`config.mk`:
```
export PLATFORM = sky130hd
export DESIGN_NAME = led_matrix_framebuffer_top_flat
export DESIGN_NICKNAME = d
export VERILOG_FILES = /design/src/rtl/core/lmfb_pkg.sv /design/src/rtl/core/lmfb_req_if.sv /design/src/rtl/core/lmfb_rsp_if.sv /design/src/rtl/core/led_matrix_framebuffer_top.sv /design/src/rtl/core/lmfb_line_ram.sv /design/src/rtl/core/lmfb_wrap.sv /design/src/rtl/core/lmfb_seq.sv /design/src/flat_wrapper.sv
export SDC_FILE = /design/constraint.sdc
export NUM_CORES = 1
export LEC_CHECK = 0
export ABC_CLOCK_PERIOD_IN_PS = 8950
export BUFFER_PORTS_ARGS = -buffer_cell sky130_fd_sc_hd__buf_2
export CORE_MARGIN = 3
export CORE_UTILIZATION = 55
export DETAILED_ROUTE_END_ITERATION = 8
export PLACE_DENSITY_LB_ADDON = 0.08
export SETUP_SLACK_MARGIN = 0.15
export SYNTH_ARGS = -nofsm -noshare
export SYNTH_HDL_FRONTEND = slang
export SYNTH_SLANG_ARGS = --single-unit
```
`constraint.sdc`:
```
create_clock -name clk -period 8.95 [get_ports clk]
set_clock_uncertainty 0.2 [all_clocks]
set_input_delay 0.895 -clock clk [delete_from_list [all_inputs] [get_ports clk]]
set_output_delay 0.895 -clock clk [all_outputs]
set_load 0.02 [all_outputs]
```
`src/rtl/core/lmfb_pkg.sv`:
```
// ----------------------------------------------------------------------------
// lmfb_pkg
// Shared types and constants of the LED matrix framebuffer: item and result
// codes, register indexes, controller states and line RAM control.
// ----------------------------------------------------------------------------
package lmfb_pkg;

    localparam int MOD_SIDE   = 8;
    localparam int LINE_W     = 3;
    localparam int ROW_W      = 8;
    localparam int COORD_IN_W = 16;
    localparam int MOD_NUM_W  = 5;
    localparam int DIGIT_W    = 4;
    localparam int KIND_W     = 2;
    localparam int CFG_IDX_W  = 1;
    localparam int CFG_DATA_W = 1;

    localparam logic [DIGIT_W-1:0] DIGIT_BASE = 4'd8;
    localparam logic [LINE_W-1:0]  LAST_LINE  = 3'd7;

    typedef enum logic [KIND_W-1:0] {
        KIND_WRITE       = 2'd0,
        KIND_READ        = 2'd1,
        KIND_RENDER_MOD  = 2'd2,
        KIND_RENDER_LINE = 2'd3
    } kind_t;

    typedef enum logic {
        RES_CMD   = 1'b0,
        RES_PIXEL = 1'b1
    } res_kind_t;

    typedef enum logic [CFG_IDX_W-1:0] {
        REG_AUTO_RENDER = 1'b0,
        REG_CLIP_ENABLE = 1'b1
    } cfg_reg_t;

    typedef enum logic [2:0] {
        ST_CLEAR,
        ST_IDLE,
        ST_QUOT,
        ST_REM,
        ST_PIX_RD,
        ST_PIX_UPD,
        ST_LINE_RD,
        ST_LINE_OUT
    } state_t;

    typedef struct packed {
        logic rd_en;
        logic wr_en;
    } ram_ctl_t;

endpackage

```
`src/rtl/core/lmfb_req_if.sv`:
```
// ----------------------------------------------------------------------------
// lmfb_req_if
// Request channel: one beat carries one pixel or render item.
// ----------------------------------------------------------------------------
interface lmfb_req_if
    import lmfb_pkg::*;
();

    logic                         valid;
    logic                         ready;
    logic [KIND_W-1:0]            kind;
    logic signed [COORD_IN_W-1:0] pos_x;
    logic signed [COORD_IN_W-1:0] pos_y;
    logic                         pixel_in;
    logic [MOD_NUM_W-1:0]         module_sel;
    logic [LINE_W-1:0]            line_sel;

    modport source (
        output valid, kind, pos_x, pos_y, pixel_in, module_sel, line_sel,
        input  ready
    );

    modport sink (
        input  valid, kind, pos_x, pos_y, pixel_in, module_sel, line_sel,
        output ready
    );

endinterface

```
`src/rtl/core/lmfb_rsp_if.sv`:
```
// ----------------------------------------------------------------------------
// lmfb_rsp_if
// Result channel: one beat carries a module line command or pixel read data.
// ----------------------------------------------------------------------------
interface lmfb_rsp_if
    import lmfb_pkg::*;
();

    logic                 valid;
    logic                 ready;
    logic                 result_kind;
    logic [MOD_NUM_W-1:0] module_out;
    logic [DIGIT_W-1:0]   digit_reg;
    logic [ROW_W-1:0]     row_bits;
    logic                 pixel_out;
    logic                 last;

    modport source (
        output valid, result_kind, module_out, digit_reg, row_bits, pixel_out, last,
        input  ready
    );

    modport sink (
        input  valid, result_kind, module_out, digit_reg, row_bits, pixel_out, last,
        output ready
    );

endinterface

```
`src/rtl/core/led_matrix_framebuffer_top.sv`:
```
// ----------------------------------------------------------------------------
// led_matrix_framebuffer_top
// One-bit framebuffer over a grid of 8x8 LED modules with line commands.
// ----------------------------------------------------------------------------
// After reset the line store is cleared one entry a cycle (MODS_X*MODS_Y*8
// entries, 128 at the default size); no request beat is taken during that
// pass, configuration writes are. Items are handled one at a time. A pixel
// write or read steps through ST_QUOT and ST_REM (reciprocal-multiply
// coordinate wrapping), ST_PIX_RD (line RAM read) and ST_PIX_UPD, which
// writes the line back and/or loads the result register, before ready
// returns. A render line item runs ST_LINE_RD, then ST_LINE_OUT; a render
// module item does so for each of its eight lines. A clipped write or a
// render of an invalid module frees the port in the next cycle and yields
// no beat. The result register parts the sides; an untaken result stalls the item.
// ----------------------------------------------------------------------------
module led_matrix_framebuffer_top
    import lmfb_pkg::*;
#(
    parameter int SCREEN_WIDTH  = 32,
    parameter int SCREEN_HEIGHT = 32,
    parameter int MODULE_COUNT  = 16
)
(
    input  logic                  clk,
    input  logic                  rst_n,
    input  logic                  cfg_we,
    input  logic [CFG_IDX_W-1:0]  cfg_index,
    input  logic [CFG_DATA_W-1:0] cfg_data,
    lmfb_req_if.sink              req,
    lmfb_rsp_if.source            rsp
);

    localparam int MODS_X = (SCREEN_WIDTH + MOD_SIDE - 1) / MOD_SIDE;
    localparam int MODS_Y = (SCREEN_HEIGHT + MOD_SIDE - 1) / MOD_SIDE;
    localparam int DEPTH  = MODS_X * MODS_Y * MOD_SIDE;
    localparam int AW     = $clog2(DEPTH);
    localparam int XW     = ($clog2(SCREEN_WIDTH) > LINE_W) ? $clog2(SCREEN_WIDTH) : LINE_W + 1;
    localparam int YW     = ($clog2(SCREEN_HEIGHT) > LINE_W) ? $clog2(SCREEN_HEIGHT) : LINE_W + 1;

    logic             coord_load;
    logic [XW-1:0]    x_wrapped;
    logic [YW-1:0]    y_wrapped;
    ram_ctl_t         ram_ctl;
    logic [AW-1:0]    ram_addr;
    logic [ROW_W-1:0] ram_wdata;
    logic [ROW_W-1:0] ram_rdata;

    lmfb_wrap #(
        .N  (SCREEN_WIDTH),
        .CW (XW)
    ) u_wrap_x (
        .clk   (clk),
        .load  (coord_load),
        .pos   (req.pos_x),
        .coord (x_wrapped)
    );

    lmfb_wrap #(
        .N  (SCREEN_HEIGHT),
        .CW (YW)
    ) u_wrap_y (
        .clk   (clk),
        .load  (coord_load),
        .pos   (req.pos_y),
        .coord (y_wrapped)
    );

    lmfb_line_ram #(
        .DEPTH (DEPTH),
        .AW    (AW)
    ) u_line_ram (
        .clk   (clk),
        .ctl   (ram_ctl),
        .addr  (ram_addr),
        .wdata (ram_wdata),
        .rdata (ram_rdata)
    );

    lmfb_seq #(
        .SCREEN_WIDTH  (SCREEN_WIDTH),
        .SCREEN_HEIGHT (SCREEN_HEIGHT),
        .MODULE_COUNT  (MODULE_COUNT),
        .MODS_X        (MODS_X),
        .DEPTH         (DEPTH),
        .AW            (AW),
        .XW            (XW),
        .YW            (YW)
    ) u_seq (
        .clk        (clk),
        .rst_n      (rst_n),
        .cfg_we     (cfg_we),
        .cfg_index  (cfg_index),
        .cfg_data   (cfg_data),
        .req        (req),
        .rsp        (rsp),
        .coord_load (coord_load),
        .x          (x_wrapped),
        .y          (y_wrapped),
        .ram_ctl    (ram_ctl),
        .ram_addr   (ram_addr),
        .ram_wdata  (ram_wdata),
        .ram_rdata  (ram_rdata)
    );

endmodule

```
`src/rtl/core/lmfb_line_ram.sv`:
```
// ----------------------------------------------------------------------------
// lmfb_line_ram
// Single-port line store, one 8-bit module line per entry, registered read.
// ----------------------------------------------------------------------------
module lmfb_line_ram
    import lmfb_pkg::*;
#(
    parameter int DEPTH = 128,
    parameter int AW    = 7
)
(
    input  logic             clk,
    input  ram_ctl_t         ctl,
    input  logic [AW-1:0]    addr,
    input  logic [ROW_W-1:0] wdata,
    output logic [ROW_W-1:0] rdata
);

    logic [ROW_W-1:0] mem [DEPTH];
    logic [ROW_W-1:0] rdata_reg;

    always_ff @(posedge clk)
    begin
        if (ctl.wr_en)
        begin
            mem[addr] <= wdata;
        end
    end

    // Hold read data until the next read.
    always_ff @(posedge clk)
    begin
        if (ctl.rd_en)
        begin
            rdata_reg <= mem[addr];
        end
    end

    assign rdata = rdata_reg;

endmodule

```
`src/rtl/core/lmfb_wrap.sv`:
```
// ----------------------------------------------------------------------------
// lmfb_wrap
// Signed coordinate to screen coordinate, true modulo N, in two stages:
// reciprocal multiply for the quotient, then multiply back and subtract.
// ----------------------------------------------------------------------------
module lmfb_wrap
    import lmfb_pkg::*;
#(
    parameter int N  = 32,
    parameter int CW = 5
)
(
    input  logic                  clk,
    input  logic                  load,
    input  logic [COORD_IN_W-1:0] pos,
    output logic [CW-1:0]         coord
);

    localparam int UW     = COORD_IN_W + 1;
    localparam int HALF   = 2 ** (COORD_IN_W - 1);
    localparam int OFFSET = N * ((HALF + N - 1) / N);
    localparam int SHIFT  = UW + $clog2(N);
    localparam int RW     = SHIFT - $clog2(N) + 2;
    localparam int PW     = UW + RW;
    localparam int QW     = PW - SHIFT;
    localparam logic [RW-1:0] RECIP = RW'((2 ** SHIFT + N - 1) / N);

    logic [UW-1:0] u_reg;
    logic [QW-1:0] q_reg;
    logic [CW-1:0] coord_reg;
    logic [PW-1:0] prod;
    logic [UW-1:0] rem_full;

    // Bias by a multiple of N so the value is never negative.
    always_ff @(posedge clk)
    begin
        if (load)
        begin
            u_reg <= {pos[COORD_IN_W-1], pos} + UW'(OFFSET);
        end
    end

    assign prod = PW'(u_reg) * PW'(RECIP);

    always_ff @(posedge clk)
    begin
        q_reg <= prod[PW-1:SHIFT];
    end

    assign rem_full = u_reg - UW'(q_reg) * UW'(N);

    always_ff @(posedge clk)
    begin
        coord_reg <= CW'(rem_full);
    end

    assign coord = coord_reg;

endmodule

```
`src/rtl/core/lmfb_seq.sv`:
```
// ----------------------------------------------------------------------------
// lmfb_seq
// Item sequencer: configuration registers, store clearing pass, pixel
// read-modify-write, render line reads and the result register.
// ----------------------------------------------------------------------------
module lmfb_seq
    import lmfb_pkg::*;
#(
    parameter int SCREEN_WIDTH  = 32,
    parameter int SCREEN_HEIGHT = 32,
    parameter int MODULE_COUNT  = 16,
    parameter int MODS_X        = 4,
    parameter int DEPTH         = 128,
    parameter int AW            = 7,
    parameter int XW            = 5,
    parameter int YW            = 5
)
(
    input  logic                  clk,
    input  logic                  rst_n,
    input  logic                  cfg_we,
    input  logic [CFG_IDX_W-1:0]  cfg_index,
    input  logic [CFG_DATA_W-1:0] cfg_data,
    lmfb_req_if.sink              req,
    lmfb_rsp_if.source            rsp,
    output logic                  coord_load,
    input  logic [XW-1:0]         x,
    input  logic [YW-1:0]         y,
    output ram_ctl_t              ram_ctl,
    output logic [AW-1:0]         ram_addr,
    output logic [ROW_W-1:0]      ram_wdata,
    input  logic [ROW_W-1:0]      ram_rdata
);

    localparam int MOD_IDX_W = 8;
    localparam int REN_W     = MOD_NUM_W + LINE_W;
    localparam int CMP_W     = 10;

    state_t state_reg, state_next;

    logic                 auto_render_reg;
    logic                 clip_enable_reg;
    logic [AW-1:0]        clr_cnt_reg;
    kind_t                kind_reg;
    logic                 pixel_reg;
    logic [MOD_NUM_W-1:0] msel_reg;
    logic [LINE_W-1:0]    line_reg;
    logic [AW-1:0]        addr_reg;
    logic                 in_range_reg;

    logic                 rsp_valid_reg;
    res_kind_t            res_kind_reg;
    logic [MOD_NUM_W-1:0] mod_out_reg;
    logic [DIGIT_W-1:0]   digit_out_reg;
    logic [ROW_W-1:0]     row_out_reg;
    logic                 pix_out_reg;
    logic                 last_out_reg;

    logic                 req_fire;
    logic                 slot_free;
    logic                 clip_hit;
    logic                 msel_ok;
    logic                 clr_last;
    logic                 line_last;
    logic [MOD_IDX_W-1:0] mod0;
    logic [AW-1:0]        pix_idx;
    logic [REN_W-1:0]     ren_idx;
    logic                 ren_in_range;
    logic [ROW_W-1:0]     bit_mask;
    logic [ROW_W-1:0]     row_new;

    logic                 emit;
    res_kind_t            emit_kind;
    logic [MOD_NUM_W-1:0] emit_module;
    logic [DIGIT_W-1:0]   emit_digit;
    logic [ROW_W-1:0]     emit_row;
    logic                 emit_pixel;
    logic                 emit_last;

    assign req_fire   = req.valid && (state_reg == ST_IDLE);
    assign coord_load = req_fire;
    assign slot_free  = !rsp_valid_reg || rsp.ready;

    assign clip_hit = req.pos_x[COORD_IN_W-1]
        || ($unsigned(req.pos_x) >= COORD_IN_W'(SCREEN_WIDTH))
        || req.pos_y[COORD_IN_W-1]
        || ($unsigned(req.pos_y) >= COORD_IN_W'(SCREEN_HEIGHT));

    assign msel_ok = (req.module_sel != '0)
        && (MOD_IDX_W'(req.module_sel) <= MOD_IDX_W'(MODULE_COUNT));

    assign clr_last  = (clr_cnt_reg == AW'(DEPTH - 1));
    assign line_last = (kind_reg == KIND_RENDER_LINE) || (line_reg == LAST_LINE);

    // Module number from zero, then line inside the module.
    assign mod0    = MOD_IDX_W'(x >> LINE_W) + MOD_IDX_W'(y >> LINE_W) * MOD_IDX_W'(MODS_X);
    assign pix_idx = AW'({mod0, y[LINE_W-1:0]});

    assign ren_idx      = {msel_reg - MOD_NUM_W'(1), line_reg};
    assign ren_in_range = (CMP_W'(ren_idx) < CMP_W'(DEPTH));

    assign bit_mask = ROW_W'(1) << x[LINE_W-1:0];
    assign row_new  = pixel_reg ? (ram_rdata | bit_mask) : (ram_rdata & ~bit_mask);

    always_ff @(posedge clk or negedge rst_n)
    begin
        if (!rst_n)
        begin
            auto_render_reg <= 1'b1;
            clip_enable_reg <= 1'b0;
        end
        else if (cfg_we)
        begin
            case (cfg_reg_t'(cfg_index))
                REG_AUTO_RENDER: auto_render_reg <= cfg_data[0];
                REG_CLIP_ENABLE: clip_enable_reg <= cfg_data[0];
                default:         ;
            endcase
        end
    end

    always_ff @(posedge clk or negedge rst_n)
    begin
        if (!rst_n)
        begin
            state_reg   <= ST_CLEAR;
            clr_cnt_reg <= '0;
        end
        else
        begin
            state_reg <= state_next;
            if (state_reg == ST_CLEAR)
            begin
                clr_cnt_reg <= clr_cnt_reg + AW'(1);
            end
        end
    end

    always_comb
    begin
        state_next = state_reg;
        case (state_reg)
            ST_CLEAR:
            begin
                if (clr_last)
                begin
                    state_next = ST_IDLE;
                end
            end
            ST_IDLE:
            begin
                if (req_fire)
                begin
                    case (kind_t'(req.kind))
                        KIND_WRITE:
                        begin
                            // Drop an off-screen write right here.
                            state_next = (clip_enable_reg && clip_hit) ? ST_IDLE : ST_QUOT;
                        end
                        KIND_READ:
                        begin
                            state_next = ST_QUOT;
                        end
                        default:
                        begin
                            state_next = msel_ok ? ST_LINE_RD : ST_IDLE;
                        end
                    endcase
                end
            end
            ST_QUOT:
            begin
                state_next = ST_REM;
            end
            ST_REM:
            begin
                state_next = ST_PIX_RD;
            end
            ST_PIX_RD:
            begin
                state_next = ST_PIX_UPD;
            end
            ST_PIX_UPD:
            begin
                if (kind_reg == KIND_READ)
                begin
                    if (slot_free)
                    begin
                        state_next = ST_IDLE;
                    end
                end
                else if (!auto_render_reg || slot_free)
                begin
                    state_next = ST_IDLE;
                end
            end
            ST_LINE_RD:
            begin
                state_next = ST_LINE_OUT;
            end
            ST_LINE_OUT:
            begin
                if (slot_free)
                begin
                    state_next = line_last ? ST_IDLE : ST_LINE_RD;
                end
            end
            default:
            begin
                state_next = ST_IDLE;
            end
        endcase
    end

    always_comb
    begin
        req.ready   = 1'b0;
        ram_ctl     = '0;
        ram_addr    = addr_reg;
        ram_wdata   = row_new;
        emit        = 1'b0;
        emit_kind   = RES_CMD;
        emit_module = '0;
        emit_digit  = '0;
        emit_row    = '0;
        emit_pixel  = 1'b0;
        emit_last   = 1'b1;
        case (state_reg)
            ST_CLEAR:
            begin
                ram_ctl.wr_en = 1'b1;
                ram_addr      = clr_cnt_reg;
                ram_wdata     = '0;
            end
            ST_IDLE:
            begin
                req.ready = 1'b1;
            end
            ST_PIX_RD:
            begin
                ram_ctl.rd_en = 1'b1;
                ram_addr      = pix_idx;
            end
            ST_PIX_UPD:
            begin
                if (kind_reg == KIND_READ)
                begin
                    emit       = slot_free;
                    emit_kind  = RES_PIXEL;
                    emit_pixel = ram_rdata[x[LINE_W-1:0]];
                end
                else
                begin
                    // Write back together with the command so it goes once.
                    ram_ctl.wr_en = !auto_render_reg || slot_free;
                    emit          = auto_render_reg && slot_free;
                    emit_module   = MOD_NUM_W'(addr_reg >> LINE_W) + MOD_NUM_W'(1);
                    emit_digit    = DIGIT_BASE - DIGIT_W'(addr_reg[LINE_W-1:0]);
                    emit_row      = row_new;
                end
            end
            ST_LINE_RD:
            begin
                ram_ctl.rd_en = ren_in_range;
                ram_addr      = AW'(ren_idx);
            end
            ST_LINE_OUT:
            begin
                emit        = slot_free;
                emit_module = msel_reg;
                emit_digit  = DIGIT_BASE - DIGIT_W'(line_reg);
                emit_row    = in_range_reg ? ram_rdata : '0;
                emit_last   = line_last;
            end
            default:
            begin
            end
        endcase
    end

    always_ff @(posedge clk)
    begin
        if (req_fire)
        begin
            kind_reg  <= kind_t'(req.kind);
            pixel_reg <= req.pixel_in;
            msel_reg  <= req.module_sel;
            line_reg  <= (kind_t'(req.kind) == KIND_RENDER_LINE) ? req.line_sel : '0;
        end
        else if ((state_reg == ST_LINE_OUT) && emit && !line_last)
        begin
            line_reg <= line_reg + LINE_W'(1);
        end
        if (state_reg == ST_PIX_RD)
        begin
            addr_reg <= pix_idx;
        end
        if (state_reg == ST_LINE_RD)
        begin
            in_range_reg <= ren_in_range;
        end
    end

    always_ff @(posedge clk or negedge rst_n)
    begin
        if (!rst_n)
        begin
            rsp_valid_reg <= 1'b0;
        end
        else if (emit)
        begin
            rsp_valid_reg <= 1'b1;
        end
        else if (rsp.ready)
        begin
            rsp_valid_reg <= 1'b0;
        end
    end

    always_ff @(posedge clk)
    begin
        if (emit)
        begin
            res_kind_reg  <= emit_kind;
            mod_out_reg   <= emit_module;
            digit_out_reg <= emit_digit;
            row_out_reg   <= emit_row;
            pix_out_reg   <= emit_pixel;
            last_out_reg  <= emit_last;
        end
    end

    assign rsp.valid       = rsp_valid_reg;
    assign rsp.result_kind = res_kind_reg;
    assign rsp.module_out  = mod_out_reg;
    assign rsp.digit_reg   = digit_out_reg;
    assign rsp.row_bits    = row_out_reg;
    assign rsp.pixel_out   = pix_out_reg;
    assign rsp.last        = last_out_reg;

endmodule

```
`src/flat_wrapper.sv`:
```
// flat-port wrapper written by rule: the top's interface ports become plain ports
module led_matrix_framebuffer_top_flat import lmfb_pkg::*;
#(
    parameter int SCREEN_WIDTH  = 32,
    parameter int SCREEN_HEIGHT = 32,
    parameter int MODULE_COUNT  = 16
)
  (clk, rst_n, cfg_we, cfg_index, cfg_data, req_valid, req_kind, req_pos_x, req_pos_y, req_pixel_in, req_module_sel, req_line_sel, req_ready, rsp_valid, rsp_result_kind, rsp_module_out, rsp_digit_reg, rsp_row_bits, rsp_pixel_out, rsp_last, rsp_ready);
  lmfb_req_if req_i ();
  lmfb_rsp_if rsp_i ();
  input  logic clk;
  input  logic rst_n;
  input  logic cfg_we;
  input  logic [CFG_IDX_W-1:0] cfg_index;
  input  logic [CFG_DATA_W-1:0] cfg_data;
  input wire logic [$bits(req_i.valid)-1:0] req_valid;
  input wire logic [$bits(req_i.kind)-1:0] req_kind;
  input wire logic [$bits(req_i.pos_x)-1:0] req_pos_x;
  input wire logic [$bits(req_i.pos_y)-1:0] req_pos_y;
  input wire logic [$bits(req_i.pixel_in)-1:0] req_pixel_in;
  input wire logic [$bits(req_i.module_sel)-1:0] req_module_sel;
  input wire logic [$bits(req_i.line_sel)-1:0] req_line_sel;
  output wire logic [$bits(req_i.ready)-1:0] req_ready;
  output wire logic [$bits(rsp_i.valid)-1:0] rsp_valid;
  output wire logic [$bits(rsp_i.result_kind)-1:0] rsp_result_kind;
  output wire logic [$bits(rsp_i.module_out)-1:0] rsp_module_out;
  output wire logic [$bits(rsp_i.digit_reg)-1:0] rsp_digit_reg;
  output wire logic [$bits(rsp_i.row_bits)-1:0] rsp_row_bits;
  output wire logic [$bits(rsp_i.pixel_out)-1:0] rsp_pixel_out;
  output wire logic [$bits(rsp_i.last)-1:0] rsp_last;
  input wire logic [$bits(rsp_i.ready)-1:0] rsp_ready;
  assign req_i.valid = req_valid;
  assign req_i.kind = req_kind;
  assign req_i.pos_x = req_pos_x;
  assign req_i.pos_y = req_pos_y;
  assign req_i.pixel_in = req_pixel_in;
  assign req_i.module_sel = req_module_sel;
  assign req_i.line_sel = req_line_sel;
  assign req_ready = req_i.ready;
  assign rsp_valid = rsp_i.valid;
  assign rsp_result_kind = rsp_i.result_kind;
  assign rsp_module_out = rsp_i.module_out;
  assign rsp_digit_reg = rsp_i.digit_reg;
  assign rsp_row_bits = rsp_i.row_bits;
  assign rsp_pixel_out = rsp_i.pixel_out;
  assign rsp_last = rsp_i.last;
  assign rsp_i.ready = rsp_ready;
  led_matrix_framebuffer_top #(.SCREEN_WIDTH(SCREEN_WIDTH), .SCREEN_HEIGHT(SCREEN_HEIGHT), .MODULE_COUNT(MODULE_COUNT)) u_core (.clk(clk), .rst_n(rst_n), .cfg_we(cfg_we), .cfg_index(cfg_index), .cfg_data(cfg_data), .req(req_i), .rsp(rsp_i));
endmodule
```
# ---- Yosys cells after proc, flatten, opt, wreduce, memory -nomap -nowiden
# Memory sizes are Yosys's and may differ from the RTL's. A register that Yosys moved wholly into a read port is not among the register bits.
# Index checks and enable logic that the tools add are counted.
dict set report word_totals {
  mem_bits_rw 1024
  regBits 72
  memories 1
  input_bits 50
  out_inout_bits 22
  wordCells 122
}
# name words word_bits rd rd_clocked_by_memory_dff wr line_no
set memory_table {}
lappend memory_table {u_core.u_line_ram.mem 128 8 1 1 1 lmfb_line_ram.sv:19} ;# logic [ROW_W-1:0] mem [DEPTH];
dict set report op_classes {
  reduce_logical 24
  n_addsub 11
  n_shift 1
  magnitude_cmp 5
  muxes 37
  n_bitwise 4
  eq_ne 18
}
# op count
set op_table {}
lappend op_table {{$mux 3} 11}
lappend op_table {{$ge 16x6->1 const B} 2}
lappend op_table {{$mux 8} 4}
lappend op_table {{$pmux 3 s8} 1}
lappend op_table {{$pmux 7 s3} 1}
lappend op_table {{$pmux 8 s2} 1}
lappend op_table {{$eq 3x3->1 const B} 5}
lappend op_table {{$sub 5x1->5 const B} 3}
lappend op_table {{$add 5x1->5 const B} 2}
lappend op_table {{$pmux 5 s2} 1}
lappend op_table {{$mux 1} 9}
lappend op_table {{$and 8x8->8} 1}
lappend op_table {{$lt 8x8->1 const B} 1}
lappend op_table {{$not 8->8} 1}
lappend op_table {{$or 8x8->8} 1}
lappend op_table {{$pmux 4 s2} 1}
lappend op_table {{$shl 1x3->8 const A} 1}
lappend op_table {{$sub 4x3->4 const A} 2}
lappend op_table {{$add 7x1->7 const B} 1}
lappend op_table {{$eq 7x7->1 const B} 1}
lappend op_table {{$eq 3x2->1 const B} 2}
lappend op_table {{$logic_and 1x1->1} 6}
lappend op_table {{$logic_or 1x1->1} 6}
lappend op_table {{$ne 3x3->1 const B} 2}
lappend op_table {{other kinds (24)} 34}

# ---- Longest topological paths before layout
dict set report depth {
  ltp_word 9
  mapped_depth 15
  depth_no_buf 10
}

# ---- Modules after synthesis
# Synthesis repeated with hierarchy kept, for this count alone.
dict set report unflattened {
  hier_cells 2774
  hier_area_um2 44041.0
}
# mod seq_area_each_um2 n_inst cells_per_inst area_per_inst_um2
set modules_own_cells {}
lappend modules_own_cells {lmfb_line_ram 30989.7 1 2475 40513.9}
lappend modules_own_cells {lmfb_seq 1497.7 1 279 3026.7}
lappend modules_own_cells {lmfb_wrap 250.2 2 10 250.2}

# ---- Least setup slack after synthesis
# OpenSTA, ideal clock, no wires.
dict set report synth_timing {
  path_kind {flip-flop to flip-flop}
  start {register u_core.u_seq.state_reg[2]}
  end {memory u_core.u_line_ram.mem[0][0] (data pin)}
  synth_period_minus_slack_ns 5.150
  n_path_buf 5
  setup_time_ns 0.796
  slack_ns 3.800
  stages_incl_launch_ff 8
  arrival_ns 4.154
  required_time_ns 7.954
  cell_sequence {dfrtp_1 buf_4 buf_6 buf_6 buf_4 nor2_1 clkbuf_1 nor2_1}
}
dict set report synth_between {
  elab_chain_len 2
}
# item line_no
set synth_lines {}
lappend synth_lines {{start: declaration} lmfb_seq.sv:39} ;# state_t state_reg, state_next;
lappend synth_lines {{start signal: assignment} lmfb_seq.sv:131} ;# state_reg <= state_next;
lappend synth_lines {{$logic_not 3->1} lmfb_seq.sv:228} ;# case (state_reg)
lappend synth_lines {{$mux 8} lmfb_seq.sv:228}
lappend synth_lines {{net u_core.ram_wdata[0]} led_matrix_framebuffer_top.sv:45} ;# logic [ROW_W-1:0] ram_wdata;
lappend synth_lines {{end: declaration} lmfb_line_ram.sv:19}
# The timed path passes the listed nets, and every way through them passes these cells.

# ---- Final worst setup path
dict set report layout_timing {
  start {register u_core.u_seq.state_reg[2]}
  end {register u_core.u_line_ram.rdata_reg[1], in the netlist u_core.u_line_ram.rdata[1] (read register of u_core.u_line_ram.mem) (data pin)}
}
dict set report layout_between {
  elab_chain_len 2
  word_cells_on_any_way 5
  classes_between {eq/ne: 2; mux: 2; reduce/logical: 1}
}
# item line_no
set layout_lines {}
lappend layout_lines {{$eq 3x3->1 / $logic_not 3->1 (equally long branches)} lmfb_seq.sv:228}
lappend layout_lines {{$pmux 7 s3 / $pmux 1 s2 (equally long branches)} lmfb_seq.sv:228}
lappend layout_lines {{end: declaration} lmfb_line_ram.sv:20} ;# logic [ROW_W-1:0] rdata_reg;
# Several ways; a longest one is shown, not always the timed one.
# A chain may end at the register's enable or synchronous reset.

==> results by group <==
Run status
  • Status: complete, no violations

Finish
  • Layout Nets: between 3k and 4k
  • Share of layout cells above drive strength 1: 12.12%
  • Number of diodes: 0
  • Register area: 32,990 sq um
  • Multi-input combinational cell area: between 10,000 and 15,000 sq um
  • Post-route cell area: ~50,000 sq um
  • Final cell count without fillers: between 4k and 5k
  • P&R area growth vs syn: 10.88%
  • # fillers: ~6k
  • Max reg flops: between 1k and 1.5k

Clock tree
  • Max clock buf depth: 3
  • CTS sink cnt: about 1.1k
  • CTS Buf Count: between 100 and 150
  • Post-CTS Resized: 0
  • Htree depth: 3
  • Worst-path clk slew: 0.06 ns
  • CTS Root Cell: clkbuf_16
  • Worst skew pair latency: between 0.6 and 0.7 ns
  • TritonCTS clock tree: yes

Critical path
  • Critical path data required time: 9.16 ns
  • CP Data Arrival Time: about 6.6 ns
  • CP bufs+invs: 2
  • Crit path cell chain: mux2_1, o21a_2, buf_4, nand2_8, buf_12, mux2i_1, o22ai_1, o41ai_1, o21ai_0, or4_1
  • Crit path max-delay cell type: o41ai_1
  • Worst Setup Path Type: register to register
  • RR Endpoint: u_core.u_line_ram.rdata[1]$_DFFE_PP_
  • Largest delay share family, worst path: compound AO/OA/AOI/OAI gates
  • Critical path startpoint category: register
  • FF-to-FF path depth: 10
  • Critical Path End Type: register
  • R2R Setup Slk: between 2 and 3 ns
  • Crit path largest cell delay: about 1.1 ns
  • Reg2reg start: u_core.u_seq.state_reg[2]$_DFFE_PN0P_
  • CP Max Fanout: 98

GRT
  • Largest net degree at the start of global routing: 114
  • Gr usage total: 27.33%
  • Gr ovfl total: 0
  • Via count of the first global-routing pass: between 20k and 30k
  • Initial antenna violation count: 1
  • First-pass GRT wire length: 173,100 um

Logic synthesis
  • Synthesis-stage register bit count: between 1k and 1.5k
  • Yosys top cell area share: 72.34%
  • Syn Inst Count: between 2k and 3k
  • Yosys warning count: 0
  • Cell accounting for the most synthesized area: edfxtp_1
  • Count leader, synth: edfxtp_1
  • Mean area per synthesized cell: ~15 sq um
  • Synth cell types: 71
  • Cell Area, Synth: between 40,000 and 50,000 sq um
  • Commonest cells in the netlist: edfxtp_1 (1,081), mux2i_1 (249), nand2_1 (206)
  • Synthesized net count: 2,974
  • Top_reg_cell synth: edfxtp_1
  • Seq/Total Area, Yosys: 73.51%
  • Ranking of synthesized cells by area: edfxtp_1 (72%), mux2i_1 (5.6%), o21ai_0 (1.9%), nand3_1 (1.8%), nand2_1 (1.7%)
  • Async S/R FF share, synth: around 1.2%
  • Post-synth EDFFs: 1,081

Placed design
  • DP Worst Slack: between 2 and 3 ns
  • DP Area: 46,200 sq um
  • GP Congestion: approximately 0.90
  • Post-DP HPWL: around 70,000 um
  • Dpl cells: 3,896
  • Buffers on Ports: 71

Floorplan
  • Die footprint: ~85,000 sq um
  • Core Region: around 81,000 sq um
  • Die Y: just under 300 um
  • Cell Rows: 104
  • Ports: between 70 and 80
  • Starting density of the core: between 50% and 60%
  • Die width: ~290 um

STA
  • Worst Max-Slew Pin Slew: between 1 and 1.5 ns
  • Final Max Tran Viols: 0
  • Final hold vios: 0
  • Final setup vio count: 0
  • F_max: 0.1558 GHz
  • Final setup margin: between 2 and 3 ns
  • Setup TNS: 0 ns
  • RSZ-0062 raised after global routing: no
  • Fin crit share: a little under three quarters
  • Relative slew slack: a little over an eighth
  • Final worst path period need: 6.418 ns

Routing
  • Routed length per instance: 28.69 um
  • Routed WL: 117,500 um
  • DRT iter0 DRCs: roughly 3.3k
  • # DRC: 0
  • Drt pass-1 iters: 6
  • Via density: approximately 6.5
  • Antenna viol nets, final: 0
  • Via count: 26.73k

Worst hold path
  • Hold path start: u_core.u_wrap_x.u_reg[3]$_DFFE_PP_
  • Hold EP: u_core.u_wrap_x.coord[3]$_DFF_P_
  • Hold Path Stages: 0
  • Worst min-delay path class: register to register

Job
  • Max Cap Viol: 0

Pwr
  • Peak VDD IR: ~0.17 mV
  • Pleak: roughly 0.015 uW
  • Pwr dens: 204.2 nW/um^2
==> how the worst max path moves through the flow <==
stage                                     startpoint                               endpoint  cells after the start
4_1_cts        u_core.u_seq.state_reg[2]$_DFFE_PN0P_   u_core.u_line_ram.rdata[1]$_DFFE_PP_                     10
5_1_grt        u_core.u_seq.state_reg[2]$_DFFE_PN0P_   u_core.u_line_ram.rdata[1]$_DFFE_PP_                     10
2_1_floorplan  u_core.u_seq.state_reg[2]$_DFFE_PN0P_  u_core.u_line_ram.mem[0][0]$_DFFE_PP_                      7
6_report       u_core.u_seq.state_reg[2]$_DFFE_PN0P_   u_core.u_line_ram.rdata[1]$_DFFE_PP_                     10
3_5_place_dp   u_core.u_seq.state_reg[2]$_DFFE_PN0P_   u_core.u_line_ram.rdata[1]$_DFFE_PP_                     10
3_3_place_gp   u_core.u_seq.state_reg[2]$_DFFE_PN0P_   u_core.u_line_ram.rdata[1]$_DFFE_PP_                     10
==> cells in the final DEF, fill, tap and decap left out, types with 8 or more instances in the layout <==
| cell | Yosys | final |
|---|---|---|
| nand3_1 | 159 | 155 |
| o21ai_0 | 173 | 172 |
| o22ai_1 | 110 | 109 |
| o2111ai_1 | 15 | 15 |
| a22oi_1 | 11 | 10 |
| nand4bb_1 | 16 | 16 |
| nor3_1 | 28 | 25 |
| clkinv_1 | 0 | 21 |
| nor2_1 | 195 | 183 |
| mux2i_1 | 249 | 249 |
| or4_1 | 18 | 18 |
| clkinvlp_4 | 0 | 8 |
| a21oi_1 | 52 | 52 |
| o32ai_1 | 16 | 16 |
| edfxtp_1 | 1081 | 1081 |
| dfxtp_1 | 10 | 10 |
| clkinv_2 | 0 | 13 |
| mux4_2 | 34 | 34 |
| bufinv_16 | 0 | 11 |
| dfrtp_1 | 12 | 12 |
| clkbuf_16 | 0 | 114 |
| a2111oi_0 | 31 | 31 |
| clkbuf_1 | 98 | 28 |
| o41ai_1 | 18 | 18 |
| nor4_1 | 13 | 12 |
| buf_2 | 69 | 71 |
| a211oi_1 | 66 | 66 |
| nand2_1 | 206 | 205 |
| nor2_4 | 0 | 10 |
| a32oi_1 | 16 | 16 |
| mux2_2 | 10 | 10 |
| a21boi_0 | 18 | 18 |
| inv_1 | 13 | 13 |
| buf_4 | 19 | 50 |
| a2111o_1 | 40 | 40 |
==> routing by layer <==
layer / part of all wire, % / GRT usage (%)
met1: 40 / 38.81
met2: 48 / 43.78
met4: 2.4 / 6.774
met3: 9.5 / 5.826
met5: 0.011 / 0
==> worst register-to-register path, delay by kind of cell (launching register included) <==
family,cells,cell delay (ns)
compound gates,4,1.71
simple gates,2,1.28
buf+inv,2,1.07
flops,1,1.06
mux,2,0.85
==> report_power, final <==
part	total [uW]	switching [uW]	internal [uW]
logic	18.2	7.66	10.6
clock network	4550	1910	2640
registers	5590	1.11	5590
==> layout make-up <==
type | instances | share of cell area (%)
Sequential cell | 1104 | 66.30
Multi-Input combinational cell | 1596 | 22.25
Clock buffer | 143 | 5.973
Tap cell | 1060 | 2.666
Timing Repair Buffer | 124 | 1.569
Clock inverter | 56 | 1.142
Inverter | 13 | 0.09808
==> cell families (layout without fill, tap and decap cells) <==
logic type	Yosys count	in the layout	synth area share (%)
fa+ha+maj	7	7	0.1952
flops	1104	1104	73.51
xor+xnor	14	14	0.2733
mux	296	296	7.587
compound gates	598	598	9.162
buf+inv	217	336	2.239
simple gates	681	681	7.029
==> per-stage QoR <==
| stage | power (uW) | hold WS [ns] | util (%) |
|---|---|---|---|
| final | 10160 | 0.1409 | 61.67 |
| after global routing | 10420 | 0.1477 | 61.67 |
| after CTS | 10220 | 0.1434 | 61.67 |
| after detailed placement | 5717 | 0.1296 | 57.27 |
| after global placement | 5716 | 0.1244 | 57.27 |
| after floorplan | 5703 | 0.1233 | - |
==> repair_timing <==
item	in CTS	in global routing
buffers inserted	0	0
setup endpoints to repair	0	0
hold buffers	1	0
endpoints found under the hold margin	12	0
No activity file was read; power rests on OpenSTA's default activity.
